$ cat src/rtl/sts_pkg.sv
// Shared types, token codes and keyword trie tables for the token scanner.
// Used by every module in the scanner; depends on nothing.
`default_nettype none
package sts_pkg;

  localparam int unsigned FIELD_W = 24;
  localparam int unsigned QDEPTH  = 4;
  localparam int unsigned QPTR_W  = 2;
  localparam int unsigned NODES   = 61;

  localparam logic [5:0] T_LPAREN  = 6'd0;
  localparam logic [5:0] T_RPAREN  = 6'd1;
  localparam logic [5:0] T_LBRACE  = 6'd2;
  localparam logic [5:0] T_RBRACE  = 6'd3;
  localparam logic [5:0] T_COMMA   = 6'd4;
  localparam logic [5:0] T_DOT     = 6'd5;
  localparam logic [5:0] T_MINUS   = 6'd6;
  localparam logic [5:0] T_PLUS    = 6'd7;
  localparam logic [5:0] T_SEMI    = 6'd8;
  localparam logic [5:0] T_SLASH   = 6'd9;
  localparam logic [5:0] T_STAR    = 6'd10;
  localparam logic [5:0] T_BANG    = 6'd11;
  localparam logic [5:0] T_EQUAL   = 6'd13;
  localparam logic [5:0] T_GREATER = 6'd15;
  localparam logic [5:0] T_LESS    = 6'd17;
  localparam logic [5:0] T_IDENT   = 6'd19;
  localparam logic [5:0] T_STRING  = 6'd20;
  localparam logic [5:0] T_NUMBER  = 6'd21;
  localparam logic [5:0] T_ERROR   = 6'd38;
  localparam logic [5:0] T_EOF     = 6'd39;

  localparam logic [1:0] EK_NONE   = 2'd0;
  localparam logic [1:0] EK_CHAR   = 2'd1;
  localparam logic [1:0] EK_STRING = 2'd2;

  localparam logic [5:0] TRIE_ROOT = 6'd1;

  typedef enum logic [11:0] {
    M_IDLE    = 12'b000000000001,
    M_SLASH   = 12'b000000000010,
    M_COMMENT = 12'b000000000100,
    M_BANG    = 12'b000000001000,
    M_EQUAL   = 12'b000000010000,
    M_LESS    = 12'b000000100000,
    M_GREATER = 12'b000001000000,
    M_STRING  = 12'b000010000000,
    M_INT     = 12'b000100000000,
    M_DOT     = 12'b001000000000,
    M_FRAC    = 12'b010000000000,
    M_IDENT   = 12'b100000000000
  } mode_t;

  typedef struct packed {
    logic [5:0]         typ;
    logic [FIELD_W-1:0] start;
    logic [FIELD_W-1:0] len;
    logic [FIELD_W-1:0] line;
    logic [1:0]         ek;
    logic [7:0]         bc;
  } tok_t;

  // Up to three tokens caused by one input item.
  typedef struct packed {
    logic [1:0]     cnt;
    tok_t [2:0]     tok;
  } bundle_t;

  localparam logic [5:0] UP_NODE [NODES] = '{
    6'd0, 6'd0,
    6'd1, 6'd2, 6'd3,
    6'd1, 6'd5, 6'd6, 6'd7, 6'd8,
    6'd1, 6'd10, 6'd11, 6'd12,
    6'd1, 6'd14, 6'd15, 6'd16, 6'd17, 6'd14, 6'd19, 6'd14, 6'd21,
    6'd1, 6'd23,
    6'd1, 6'd25, 6'd26,
    6'd1, 6'd28,
    6'd1, 6'd30, 6'd31, 6'd32, 6'd33,
    6'd1, 6'd35, 6'd36, 6'd37, 6'd38, 6'd39,
    6'd1, 6'd41, 6'd42, 6'd43, 6'd44,
    6'd1, 6'd46, 6'd47, 6'd48, 6'd46, 6'd50, 6'd51,
    6'd1, 6'd53, 6'd54,
    6'd1, 6'd56, 6'd57, 6'd58, 6'd59
  };

  localparam logic [7:0] UP_CHAR [NODES] = '{
    8'd0, 8'd0,
    "a", "n", "d",
    "c", "l", "a", "s", "s",
    "e", "l", "s", "e",
    "f", "a", "l", "s", "e", "o", "r", "u", "n",
    "i", "f",
    "n", "i", "l",
    "o", "r",
    "p", "r", "i", "n", "t",
    "r", "e", "t", "u", "r", "n",
    "s", "u", "p", "e", "r",
    "t", "h", "i", "s", "r", "u", "e",
    "v", "a", "r",
    "w", "h", "i", "l", "e"
  };

  // Each trie node has at most one child per byte, so the match is unique.
  function automatic logic [5:0] trie_next(input logic [5:0] node, input logic [7:0] c);
    logic [5:0] r;
    r = 6'd0;
    if (node != 6'd0) begin
      for (int i = 2; i < NODES; i++) begin
        if (UP_NODE[i] == node && UP_CHAR[i] == c) r = 6'(i);
      end
    end
    return r;
  endfunction

  function automatic logic [5:0] accept_type(input logic [5:0] node);
    logic [5:0] r;
    case (node)
      6'd4:    r = 6'd22;
      6'd9:    r = 6'd23;
      6'd13:   r = 6'd24;
      6'd18:   r = 6'd25;
      6'd20:   r = 6'd26;
      6'd22:   r = 6'd27;
      6'd24:   r = 6'd28;
      6'd27:   r = 6'd29;
      6'd29:   r = 6'd30;
      6'd34:   r = 6'd31;
      6'd40:   r = 6'd32;
      6'd45:   r = 6'd33;
      6'd49:   r = 6'd34;
      6'd52:   r = 6'd35;
      6'd55:   r = 6'd36;
      6'd60:   r = 6'd37;
      default: r = 6'd0;
    endcase
    return r;
  endfunction

  function automatic logic alpha_byte(input logic [7:0] c);
    return (c >= "a" && c <= "z") || (c >= "A" && c <= "Z") || c == "_";
  endfunction

  function automatic logic digit_byte(input logic [7:0] c);
    return c >= "0" && c <= "9";
  endfunction

endpackage
`default_nettype wire

$ cat src/rtl/script_token_scanner_unit.sv
// Top level of the token scanner: front end, bundle queue and serializer.
// Depends on sts_pkg, sts_front, sts_queue and sts_back.
//
//  Channel  Ports                                   Direction  Flow control
//  in       in_char_byte, in_end_of_source          input      in_valid / in_stall
//  out      out_token_*, out_error_kind, out_bad_char,
//           out_last_of_run                         output     out_valid / out_stall
//
// One byte is taken per cycle while the four-entry bundle queue has room.
// Each byte yields zero to three tokens; the serializer sends one per cycle while
// out_stall is low, from the bundle queue through its output register.
// Reset is synchronous and active low and needs no clearing time.
// in_stall rises only when the queue is full; out_stall holds the output register.
`default_nettype none
module script_token_scanner_unit #(
  parameter int unsigned POS_BITS = 24
) (
  input  wire logic        clk,
  input  wire logic        rst_n,
  input  wire logic        in_valid,
  output logic             in_stall,
  input  wire logic [7:0]  in_char_byte,
  input  wire logic        in_end_of_source,
  output logic             out_valid,
  input  wire logic        out_stall,
  output logic [5:0]       out_token_type,
  output logic [23:0]      out_token_start,
  output logic [23:0]      out_token_length,
  output logic [23:0]      out_token_line,
  output logic [1:0]       out_error_kind,
  output logic [7:0]       out_bad_char,
  output logic             out_last_of_run
);

  sts_pkg::bundle_t fb, qb;
  sts_pkg::tok_t    tok;
  logic             acc, push, pop, full, nempty;

  assign in_stall = full;
  assign acc      = in_valid && !full;

  sts_front #(.POS_BITS(POS_BITS)) u_front (
    .clk(clk), .rst_n(rst_n), .acc(acc), .c(in_char_byte),
    .eos(in_end_of_source), .bundle(fb), .push(push)
  );

  sts_queue u_queue (
    .clk(clk), .rst_n(rst_n), .push(push), .wdata(fb), .pop(pop),
    .rdata(qb), .full(full), .nempty(nempty)
  );

  sts_back u_back (
    .clk(clk), .rst_n(rst_n), .head(qb), .head_valid(nempty), .pop(pop),
    .out_stall(out_stall), .out_valid(out_valid), .out_tok(tok),
    .out_last(out_last_of_run)
  );

  assign out_token_type   = tok.typ;
  assign out_token_start  = tok.start;
  assign out_token_length = tok.len;
  assign out_token_line   = tok.line;
  assign out_error_kind   = tok.ek;
  assign out_bad_char     = tok.bc;

endmodule
`default_nettype wire

$ cat src/rtl/sts_front.sv
// Scanner front end: accepts source bytes, tracks lexer state and builds
// a bundle of up to three tokens per byte. Depends on sts_pkg.
`default_nettype none
module sts_front #(
  parameter int unsigned POS_BITS = 24
) (
  input  wire logic              clk,
  input  wire logic              rst_n,
  input  wire logic              acc,
  input  wire logic [7:0]        c,
  input  wire logic              eos,
  output sts_pkg::bundle_t       bundle,
  output logic                   push
);

  localparam int unsigned P = POS_BITS;
  localparam logic [P-1:0] POS_MAX = '1;
  localparam logic [63:0] LIM64 = (P < 24) ? ((64'd1 << P) - 64'd1) : 64'hFFFFFF;
  localparam logic [P:0] LIM = (P+1)'(LIM64);

  sts_pkg::mode_t mode_r, mode_v;
  logic [5:0]   node_r, node_v;
  logic [P-1:0] ls_r, ls_v, pos_r, pos_v, line_r, ln_v;
  logic         eof_r, eof_v;
  logic [1:0]   n;
  logic         do_flush, do_idle;
  logic [P-1:0] d;
  logic [5:0]   k;

  function automatic logic [23:0] clampv(input logic [P:0] v);
    return (v > LIM) ? 24'(LIM) : 24'(v);
  endfunction

  function automatic logic [P:0] span(input logic [P-1:0] a, input logic [P-1:0] b);
    return (b >= a) ? (P+1)'(b - a) : '0;
  endfunction

  function automatic sts_pkg::tok_t mk(input logic [5:0] typ, input logic [P-1:0] s,
                                       input logic [P:0] len, input logic [1:0] ek,
                                       input logic [7:0] bc, input logic [P-1:0] ln);
    sts_pkg::tok_t t;
    t.typ   = typ;
    t.start = clampv({1'b0, s});
    t.len   = clampv(len);
    t.line  = clampv({1'b0, ln});
    t.ek    = ek;
    t.bc    = bc;
    return t;
  endfunction

  always_comb begin
    mode_v   = mode_r;
    node_v   = node_r;
    ls_v     = ls_r;
    pos_v    = pos_r;
    ln_v     = line_r;
    eof_v    = eof_r;
    n        = 2'd0;
    bundle   = '0;
    do_flush = 1'b0;
    do_idle  = 1'b0;
    d        = '0;
    k        = '0;
    if (eos) begin
      do_flush = !eof_r;
    end else if (!eof_r) begin
      case (mode_r)
        sts_pkg::M_SLASH: begin
          if (c == "/") mode_v = sts_pkg::M_COMMENT;
          else begin do_flush = 1'b1; do_idle = 1'b1; end
        end
        sts_pkg::M_COMMENT: begin
          if (c == "\n") do_idle = 1'b1;
        end
        sts_pkg::M_BANG, sts_pkg::M_EQUAL, sts_pkg::M_LESS, sts_pkg::M_GREATER: begin
          if (c == "=") begin
            case (mode_r)
              sts_pkg::M_BANG:  k = sts_pkg::T_BANG;
              sts_pkg::M_EQUAL: k = sts_pkg::T_EQUAL;
              sts_pkg::M_LESS:  k = sts_pkg::T_LESS;
              default:          k = sts_pkg::T_GREATER;
            endcase
            bundle.tok[n] = mk(k + 6'd1, ls_r, span(ls_r, pos_r) + (P+1)'(1),
                               sts_pkg::EK_NONE, 8'd0, ln_v);
            n = n + 2'd1;
            mode_v = sts_pkg::M_IDLE;
            node_v = sts_pkg::TRIE_ROOT;
          end else begin
            do_flush = 1'b1;
            do_idle  = 1'b1;
          end
        end
        sts_pkg::M_STRING: begin
          if (c == "\"") begin
            bundle.tok[n] = mk(sts_pkg::T_STRING, ls_r, span(ls_r, pos_r) + (P+1)'(1),
                               sts_pkg::EK_NONE, 8'd0, ln_v);
            n = n + 2'd1;
            mode_v = sts_pkg::M_IDLE;
            node_v = sts_pkg::TRIE_ROOT;
          end else if (c == "\n" && line_r < POS_MAX) begin
            ln_v = line_r + P'(1);
          end
        end
        sts_pkg::M_INT: begin
          if (c == ".") mode_v = sts_pkg::M_DOT;
          else if (!sts_pkg::digit_byte(c)) begin do_flush = 1'b1; do_idle = 1'b1; end
        end
        sts_pkg::M_DOT: begin
          if (sts_pkg::digit_byte(c)) mode_v = sts_pkg::M_FRAC;
          else begin do_flush = 1'b1; do_idle = 1'b1; end
        end
        sts_pkg::M_FRAC: begin
          if (!sts_pkg::digit_byte(c)) begin do_flush = 1'b1; do_idle = 1'b1; end
        end
        sts_pkg::M_IDENT: begin
          if (sts_pkg::alpha_byte(c) || sts_pkg::digit_byte(c))
            node_v = sts_pkg::trie_next(node_r, c);
          else begin do_flush = 1'b1; do_idle = 1'b1; end
        end
        default: do_idle = 1'b1;
      endcase
      if (pos_r < POS_MAX) pos_v = pos_r + P'(1);
    end

    // Emit the token or tokens that were pending before this byte.
    if (do_flush) begin
      case (mode_r)
        sts_pkg::M_SLASH: begin
          bundle.tok[n] = mk(sts_pkg::T_SLASH, ls_r, (P+1)'(1), sts_pkg::EK_NONE, 8'd0, ln_v);
          n = n + 2'd1;
        end
        sts_pkg::M_BANG, sts_pkg::M_EQUAL, sts_pkg::M_LESS, sts_pkg::M_GREATER: begin
          case (mode_r)
            sts_pkg::M_BANG:  k = sts_pkg::T_BANG;
            sts_pkg::M_EQUAL: k = sts_pkg::T_EQUAL;
            sts_pkg::M_LESS:  k = sts_pkg::T_LESS;
            default:          k = sts_pkg::T_GREATER;
          endcase
          bundle.tok[n] = mk(k, ls_r, (P+1)'(1), sts_pkg::EK_NONE, 8'd0, ln_v);
          n = n + 2'd1;
        end
        sts_pkg::M_INT, sts_pkg::M_FRAC: begin
          bundle.tok[n] = mk(sts_pkg::T_NUMBER, ls_r, span(ls_r, pos_r),
                             sts_pkg::EK_NONE, 8'd0, ln_v);
          n = n + 2'd1;
        end
        sts_pkg::M_DOT: begin
          // A number followed by a lone dot splits into two tokens.
          d = (pos_r > ls_r) ? pos_r - P'(1) : ls_r;
          bundle.tok[n] = mk(sts_pkg::T_NUMBER, ls_r, span(ls_r, d),
                             sts_pkg::EK_NONE, 8'd0, ln_v);
          n = n + 2'd1;
          bundle.tok[n] = mk(sts_pkg::T_DOT, d, (P+1)'(1), sts_pkg::EK_NONE, 8'd0, ln_v);
          n = n + 2'd1;
        end
        sts_pkg::M_IDENT: begin
          k = sts_pkg::accept_type(node_r);
          bundle.tok[n] = mk((k != 6'd0) ? k : sts_pkg::T_IDENT, ls_r, span(ls_r, pos_r),
                             sts_pkg::EK_NONE, 8'd0, ln_v);
          n = n + 2'd1;
        end
        sts_pkg::M_STRING: begin
          bundle.tok[n] = mk(sts_pkg::T_ERROR, ls_r, span(ls_r, pos_r),
                             sts_pkg::EK_STRING, 8'd0, ln_v);
          n = n + 2'd1;
        end
        default: ;
      endcase
      mode_v = sts_pkg::M_IDLE;
      node_v = sts_pkg::TRIE_ROOT;
    end

    // Scan the current byte with nothing pending.
    if (do_idle) begin
      mode_v = sts_pkg::M_IDLE;
      node_v = sts_pkg::TRIE_ROOT;
      ls_v   = pos_r;
      k      = 6'd0;
      if (c == "\n") begin
        if (ln_v < POS_MAX) ln_v = ln_v + P'(1);
      end else if (sts_pkg::alpha_byte(c)) begin
        mode_v = sts_pkg::M_IDENT;
        node_v = sts_pkg::trie_next(sts_pkg::TRIE_ROOT, c);
      end else if (sts_pkg::digit_byte(c)) begin
        mode_v = sts_pkg::M_INT;
      end else if (c != " " && c != "\r") begin
        case (c)
          "(":     k = sts_pkg::T_LPAREN;
          ")":     k = sts_pkg::T_RPAREN;
          "{":     k = sts_pkg::T_LBRACE;
          "}":     k = sts_pkg::T_RBRACE;
          ",":     k = sts_pkg::T_COMMA;
          ".":     k = sts_pkg::T_DOT;
          "-":     k = sts_pkg::T_MINUS;
          "+":     k = sts_pkg::T_PLUS;
          ";":     k = sts_pkg::T_SEMI;
          "*":     k = sts_pkg::T_STAR;
          "/":     mode_v = sts_pkg::M_SLASH;
          "!":     mode_v = sts_pkg::M_BANG;
          "=":     mode_v = sts_pkg::M_EQUAL;
          "<":     mode_v = sts_pkg::M_LESS;
          ">":     mode_v = sts_pkg::M_GREATER;
          "\"":    mode_v = sts_pkg::M_STRING;
          default: k = sts_pkg::T_ERROR;
        endcase
        if (k == sts_pkg::T_ERROR) begin
          bundle.tok[n] = mk(sts_pkg::T_ERROR, pos_r, (P+1)'(1), sts_pkg::EK_CHAR, c, ln_v);
          n = n + 2'd1;
        end else if (mode_v == sts_pkg::M_IDLE) begin
          bundle.tok[n] = mk(k, pos_r, (P+1)'(1), sts_pkg::EK_NONE, 8'd0, ln_v);
          n = n + 2'd1;
        end
      end
    end

    if (eos) begin
      bundle.tok[n] = mk(sts_pkg::T_EOF, pos_r, '0, sts_pkg::EK_NONE, 8'd0, ln_v);
      n = n + 2'd1;
      eof_v  = 1'b1;
      mode_v = sts_pkg::M_IDLE;
      node_v = sts_pkg::TRIE_ROOT;
    end
    bundle.cnt = n;
    push = acc && (n != 2'd0);
  end

  always_ff @(posedge clk) begin
    if (!rst_n) begin
      mode_r <= sts_pkg::M_IDLE;
      node_r <= sts_pkg::TRIE_ROOT;
      ls_r   <= '0;
      pos_r  <= '0;
      line_r <= P'(1);
      eof_r  <= 1'b0;
    end else if (acc) begin
      mode_r <= mode_v;
      node_r <= node_v;
      ls_r   <= ls_v;
      pos_r  <= pos_v;
      line_r <= ln_v;
      eof_r  <= eof_v;
    end
  end

endmodule
`default_nettype wire

$ cat src/rtl/sts_queue.sv
// Short bundle queue between the scanner front end and the token serializer.
// Depends on sts_pkg.
`default_nettype none
module sts_queue (
  input  wire logic             clk,
  input  wire logic             rst_n,
  input  wire logic             push,
  input  wire sts_pkg::bundle_t wdata,
  input  wire logic             pop,
  output sts_pkg::bundle_t      rdata,
  output logic                  full,
  output logic                  nempty
);

  sts_pkg::bundle_t mem_r [sts_pkg::QDEPTH];
  logic [sts_pkg::QPTR_W-1:0] wp_r, rp_r;
  logic [sts_pkg::QPTR_W:0]   cnt_r;

  assign full   = cnt_r == (sts_pkg::QPTR_W+1)'(sts_pkg::QDEPTH);
  assign nempty = cnt_r != '0;
  assign rdata  = mem_r[rp_r];

  always_ff @(posedge clk) begin
    if (push) mem_r[wp_r] <= wdata;
  end

  always_ff @(posedge clk) begin
    if (!rst_n) begin
      wp_r  <= '0;
      rp_r  <= '0;
      cnt_r <= '0;
    end else begin
      if (push) wp_r <= wp_r + (sts_pkg::QPTR_W)'(1);
      if (pop)  rp_r <= rp_r + (sts_pkg::QPTR_W)'(1);
      cnt_r <= cnt_r + (sts_pkg::QPTR_W+1)'(push) - (sts_pkg::QPTR_W+1)'(pop);
    end
  end

`ifndef SYNTHESIS
  a_no_overflow: assert property (@(posedge clk) disable iff (!rst_n) !(push && full))
    else $error("bundle queue written while full");
  a_no_underflow: assert property (@(posedge clk) disable iff (!rst_n) !(pop && !nempty))
    else $error("bundle queue read while empty");
  a_push_shows: assert property (@(posedge clk) disable iff (!rst_n) push |=> nempty)
    else $error("bundle queue empty after a write");
  a_bundle_cnt: assert property (@(posedge clk) disable iff (!rst_n)
      nempty |-> rdata.cnt != 2'd0)
    else $error("queued bundle holds no token");
`endif

endmodule
`default_nettype wire

$ cat src/rtl/sts_back.sv
// Token serializer: pops bundles and drives one token per cycle while out_stall
// is low, through an output register. Depends on sts_pkg.
`default_nettype none
module sts_back (
  input  wire logic             clk,
  input  wire logic             rst_n,
  input  wire sts_pkg::bundle_t head,
  input  wire logic             head_valid,
  output logic                  pop,
  input  wire logic             out_stall,
  output logic                  out_valid,
  output sts_pkg::tok_t         out_tok,
  output logic                  out_last
);

  logic [1:0]    idx_r;
  logic          valid_r, last_r;
  sts_pkg::tok_t tok_r;
  logic          load, is_last;

  assign load    = head_valid && (!valid_r || !out_stall);
  assign is_last = idx_r == (head.cnt - 2'd1);
  assign pop     = load && is_last;

  always_ff @(posedge clk) begin
    if (!rst_n) begin
      valid_r <= 1'b0;
      idx_r   <= '0;
    end else begin
      if (load) begin
        valid_r <= 1'b1;
        idx_r   <= is_last ? 2'd0 : idx_r + 2'd1;
      end else if (!out_stall) begin
        valid_r <= 1'b0;
      end
    end
  end

  always_ff @(posedge clk) begin
    if (load) begin
      tok_r  <= head.tok[idx_r];
      last_r <= is_last;
    end
  end

  assign out_valid = valid_r;
  assign out_tok   = tok_r;
  assign out_last  = last_r;

endmodule
`default_nettype wire

$ cat config.mk
export PLATFORM = sky130hd
export DESIGN_NAME = script_token_scanner_unit
export DESIGN_NICKNAME = d
export VERILOG_FILES = /design/src/rtl/sts_pkg.sv /design/src/rtl/script_token_scanner_unit.sv /design/src/rtl/sts_front.sv /design/src/rtl/sts_queue.sv /design/src/rtl/sts_back.sv
export SDC_FILE = /design/constraint.sdc
export NUM_CORES = 2
export LEC_CHECK = 0
export BUFFER_PORTS_ARGS = -buffer_cell sky130_fd_sc_hd__buf_2
export CORE_MARGIN = 8
export CORE_UTILIZATION = 55
export DETAILED_ROUTE_END_ITERATION = 7
export PLACE_DENSITY = 0.74
export SETUP_SLACK_MARGIN = 0.05
export SKIP_CTS_REPAIR_TIMING = 1
export SYNTH_ARGS = -nofsm -noshare
export SYNTH_HDL_FRONTEND = slang
export SYNTH_SLANG_ARGS = --single-unit
$ cat constraint.sdc
create_clock -name clk -period 12.5 [get_ports clk]
set_input_delay 1.25 -clock clk [delete_from_list [all_inputs] [get_ports clk]]
set_output_delay 1.25 -clock clk [all_outputs]
set_load 0.005 [all_outputs]
After elaboration in Yosys (flattened, before gate mapping)
Memories as Yosys holds them, arrays and structs flattened. A register that Yosys moved wholly into a read port is not among the register bits.
Index checks and enable logic that the tools add are counted.
- add/sub/neg operators: 18
- order comparisons: 24
- multiplexer cells: 204
- bitwise logic cells: 2
- reductions and logical operators: 96
- equality and inequality tests: 104
- operators with widths (operator ; number):
    $bwmux W264 ; 10
    $mux W264 ; 9
    $pmux W264 S6 ; 1
    $demux W88 S2 ; 4
    $mux W88 ; 8
    $mux W6 ; 60
    $mux W24 ; 12
    $mux W12 ; 18
    $bmux W88 S2 ; 1
    $pmux W88 S2 ; 1
    $eq A7 B8 Y1 const A ; 17
    $eq A6 B6 Y1 const A ; 22
    $eq A8 B6 Y1 const B ; 14
    $mux W5 ; 20
    $mux W87 ; 1
    $gt A25 B24 Y1 const B ; 3
    $add A24 B1 Y24 const B ; 3
    $logic_and A1 B1 Y1 ; 72
    $lt A24 B24 Y1 const B ; 3
    $eq A5 B6 Y1 const A ; 10
    $pmux W12 S5 ; 1
    $pmux W6 S10 ; 1
    $mux W25 ; 2
    $sub A24 B24 Y25 ; 2
    other kinds (66) ; 153
- memories: 2
- memory bits (read-only): 384
- output and inout port bits: 91
- word-level logic and storage cells: 468
- memory bits (writable): 1064
- bits of input ports: 13
- register bits after elaboration: 190
- memories (memory ; words ; bits a word ; read ports ; clocked after memory_dff ; write ports ; RTL line ; text):
    u_queue.mem_r ; 4 ; 266 ; 1 ; 1 ; 1 ; sts_queue.sv:15 ; sts_pkg::bundle_t mem_r [sts_pkg::QDEPTH];
    (name not given) ; 64 ; 6 ; 1 ; 1 ; 0 ; sts_pkg.sv:116 ; case (node)

Logic depth before layout (Yosys ltp)
- depth after elaboration: 70
- mapped depth: 27
- gate-level depth less buffers: 23

Modules after synthesis
A second synthesis with hierarchy kept.
- cells, all modules: 4176
- area, all modules: 59328.2 um^2
- by module, submodules not included (module ; instances ; cells each ; area an instance (um^2) ; sequential area each (um^2)):
    sts_queue ; 1 ; 1433 ; 38911.1 ; 32130.8
    sts_front ; 1 ; 2337 ; 15716.3 ; 1941.9
    sts_back ; 1 ; 405 ; 4687.0 ; 2732.6
    script_token_scanner_unit ; 1 ; 1 ; 13.8 ; 0.0

Worst setup path before layout
No wires, ideal clock.
- path kind: input to register
- start point: input port in_char_byte[1]
- end point: memory u_queue.mem_r[1][0] (netlist bit) (enable)
- path buffers: 1
- required time: 11.868 ns
- setup time: 0.632 ns
- arrival time: 10.153 ns
- stages on the path: 14
- setup slack: 1.715 ns
- path through: buf_2 or4_4 o211a_1 a211o_1 and4_1 a211oi_2 o21ai_1 ha_1 mux2_2 ha_1 nand2_1 o21ai_1 a21oi_2 and2_1
- cells in the longest elaborated chain, start to end: 24
- elaborated cells on any way between the ends: 83
- classes of those cells: add/sub (4); order compare (6); eq/ne (22); mux (41); reduce/logical (10)
- RTL lines (what ; RTL line ; text):
    from (decl) ; script_token_scanner_unit.sv:22 ; input wire logic [7:0] in_char_byte,
    parallel branches: the longest is 17 deep, another holds $add A2 B1 Y2 ; n/a ;
    $mux W2 (*) ; sts_front.sv:174 ; if (do_idle) begin
    $add A2 B1 Y2 ; sts_front.sv:218 ; n = n + 2'd1;
    $mux W2 (*) ; sts_front.sv:216 ; if (eos) begin
    $reduce_bool A2 Y1 (*) ; sts_front.sv:224 ; push = acc && (n != 2'd0);
    $logic_and A1 B1 Y1 (*) ; sts_front.sv:224 ;
    net push ; script_token_scanner_unit.sv:37 ; logic acc, push, pop, full, nempty;
    $mux W1 (*) ; sts_queue.sv:24 ; if (push) mem_r[wp_r] <= wdata;
    $mux W1 (not written as such) (*) ; sts_queue.sv:24 ;
    to (decl) ; sts_queue.sv:15 ;
Mark *: on every way through the listed nets, which the timed path passes. The select of a mux whose other input is x is not followed.

==> metrics.yaml <==
synthesis:
  ys_seq_elements: 1162
  netlist_area_um2: 54500
  yosysUniqueCellTypes: 108
  ys.flop_type: "edfxtp_1"
  synth-warning-count: 0
  seq_area_frac_synth_pct: 62.0
  synth-edff-count: 1053
  syn_inst: 3993
  yosys-top-cells-area: "edfxtp_1 (58%), mux4_2 (10%), dfxtp_1 (4.0%)"
  synth_top_area_share_pct: 58.0
  synth.most_common_cell: "edfxtp_1"
  synth_top_cell_by_area: "edfxtp_1"
  syn_avg_cell_area_um2: 13.6
  ys_top_cells_by_count: "edfxtp_1 (1053), nand2_1 (327), nor2_1 (292)"
  async_flop_share_pct: 0
setup_path:
  crit_path_end_kind: "register"
  crit_type: "register to register"
  cpMaxStageDelayCell: "o21bai_2"
  path_max_fanout: 21
  critPathTopFamily: "compound AO/OA/AOI/OAI gates"
  cp-startpoint: "u_front.pos_r[1]"
  path_cells: "ha_1 -> nor2b_1 -> o21bai_1 -> a311o_1 -> nand4_1 -> and3_1 -> o21bai_2 -> o21ai_0 -> ha_1 -> nor2b_1 -> o21ai_0 -> a21boi_0 -> o211ai_1 -> o211ai_1 -> a2111o_1 -> a21oi_1 -> nand2_1 -> nor4b_1 -> a211oi_1"
  cp_num_buf_inv: 0
  crit_path_start_kind: "register"
  rrSetupSlack_ns: 5.37
  crit_arrival_ns: 7.56
  cp_slowest_stage_delay_ns: 0.68
  worstReg2RegStart: "u_front.pos_r[1]"
  crit_required_ns: 12.93
global_route:
  grt_pass1_wl_mm: 205
  grt_use_total_pct: 24.0
  antenna_found_initial: 1
  grt_pass1_vias: 34312
  grt_start_max_net_pins: 158
  grt_remaining_overflow: 0
die:
  die_y_um: 331
  ios: 104
  die-width_um: 331
  rows: 115
  start_util_pct: 55.4
  placeableCoreArea_um2: 98300
  die_area_um2: 109000
route:
  drt_first_pass_iters: 6
  wl_per_cell_um: 24.2
  routed_wl_mm: 132
  drc_errors: 0
  post_drt_via_cell_ratio: 6.41
  vias: 35078
  drtIter0Drc: 3933
  postRouteAntennaNets: 0
clocking:
  cts_tree: "yes"
  cts-buffers-inserted: 113
  clockBufferDepth: 3
  htree_num_levels: 3
  cts_root_buffer: "clkbuf_16"
  insertion_delay_ns: 0.71
  clock-sinks: 1162
  path_clk_slew_ns: 0.06
min_path:
  hold_class: "register to register"
  hp-start: "u_front.line_r[12]"
final_layout:
  nNetsFinal: 4180
  multi_input_area_um2: 19800
  drive_above_1_share_pct: 15.1
  areaGrowthSynthToFinish_pct: 10.2
  n_antenna_cell: 0
  regArea_um2: 33800
  nFillCells: 7306
sta:
  setup_ws_ns: 5.37
  report.final.slew_viol_count: 0
  fmax_mhz: 140
  setup_violations: 0
  relSlewSlack_pct: 14.7
  setup-tns-final_ns: 0
  tightest_slew_ns: 1.28
  period_minus_slack_ns: 7.13
  hold_violations: 0
  rsz0062_at_grt: "false"
  fin_crit_sh_pct: 57.1
  finClkSkew_ns: 0.0422
placement:
  port_buffers: 103
  pre_cts_slack_ns: 4.83
  hpwl_mm: 82.9
  gp_congestion: 0.963
power_and_ir_drop:
  power-per-cell-area_nw_per_um2: 176
  leakage_nw: 19.7
  ir_drop_mv: 0.164
job:
  drv_cap: 0
run_status:
  outcome: "complete, no violations"
final timing paths:
| path | end | depth (start not counted) |
|---|---|---|
| setup / recovery | u_queue.mem_r[3][34] | 19 |
| hold / removal | u_front.line_r[12] | 2 |
| setup reg to reg | u_queue.mem_r[3][34] | 19 |
| hold reg to reg | u_front.line_r[12] | 2 |
layer usage:
metal	up-vias	track usage (%)	routed length [um]
met5	-	0	13
li1	15607	-	-
met3	220	4.37	10600
met2	1564	38.0	62300
met1	17685	34.5	56600
met4	2	6.24	2910
report_power, final:
| part | internal, W | switching (W) |
|---|---|---|
| logic | 0.000989 | 0.00143 |
| clock network | 0.00182 | 0.00144 |
| registers | 0.00472 | 0.000157 |
sequential cells by signal, summed over array words and instances, names as in the netlist, named ones only:
register	count
u_front.line_r	24
u_front.eof_r	1
u_front.mode_r	12
u_front.pos_r	24
u_queue.cnt_r	3
u_queue.wp_r	2
u_back.idx_r	2
u_back.out_tok	88
u_queue.mem_r	964
u_front.node_r	6
u_back.out_valid	1
u_back.out_last	1
u_front.ls_r	24
u_queue.rp_r	2
worst reg2reg max path, stage by stage, from the launching register on:
cell,delay (ns)
dfxtp_1,0.61
ha_1,0.32
nor2b_1,0.14
o21bai_1,0.24
a311o_1,0.32
nand4_1,0.22
and3_1,0.28
o21bai_2,0.68
o21ai_0,0.27
ha_1,0.38
nor2b_1,0.15
o21ai_0,0.21
a21boi_0,0.22
o211ai_1,0.64
o211ai_1,0.21
a2111o_1,0.45
a21oi_1,0.52
nand2_1,0.29
nor4b_1,0.23
a211oi_1,0.49
through the flow:
stage	util [%]	cell area [um^2]	power (W)	cells	hold WS, ns
floorplan	-	54900	0.00662	4092	0.461
global placement	57.5	56500	0.00736	5268	0.493
detailed placement	57.5	56500	0.00739	5268	0.508
CTS	61.1	60100	0.0107	5472	0.531
global route	61.1	60100	0.0110	5472	0.569
finish	61.1	60100	0.0106	5472	0.538
cell usage in the layout, fill, tap and decap left out, drive strengths merged, types with 60 or more instances in the layout:
cell	count
a21oi	163
buf	153
clkbuf	138
conb	100
dfxtp	109
edfxtp	1053
ha	68
inv	93
mux2i	103
mux4	241
nand2	328
nand3	75
nor2	293
nor3	105
nor4	60
o21ai	256
xnor2	81
layout make-up:
| type | count | share of cell area (%) |
|---|---|---|
| Clock buffer | 138 | 4.95 |
| Clock inverter | 66 | 1.00 |
| Inverter | 86 | 0.537 |
| Multi-Input combinational cell | 2580 | 32.9 |
| Sequential cell | 1162 | 56.3 |
| Tap cell | 1287 | 2.68 |
| Timing Repair Buffer | 153 | 1.59 |
logic make-up (layout without fill, tap and decap cells):
| family | after synthesis | in the layout | share of synthesized area, % |
|---|---|---|---|
| flip-flops | 1162 | 1162 | 62.0 |
| AND/OR/NAND/NOR | 1211 | 1211 | 11.4 |
| other | 1 | 100 | 0.00688 |
| multiplexers | 346 | 346 | 11.9 |
| adder cells (fa/ha/maj) | 71 | 71 | 1.67 |
| AO/OA/AOI/OAI | 715 | 715 | 8.25 |
| XOR/XNOR | 137 | 137 | 2.20 |
| buffers and inverters | 350 | 443 | 2.49 |
Note: power is estimated with default switching activity, not from simulation.
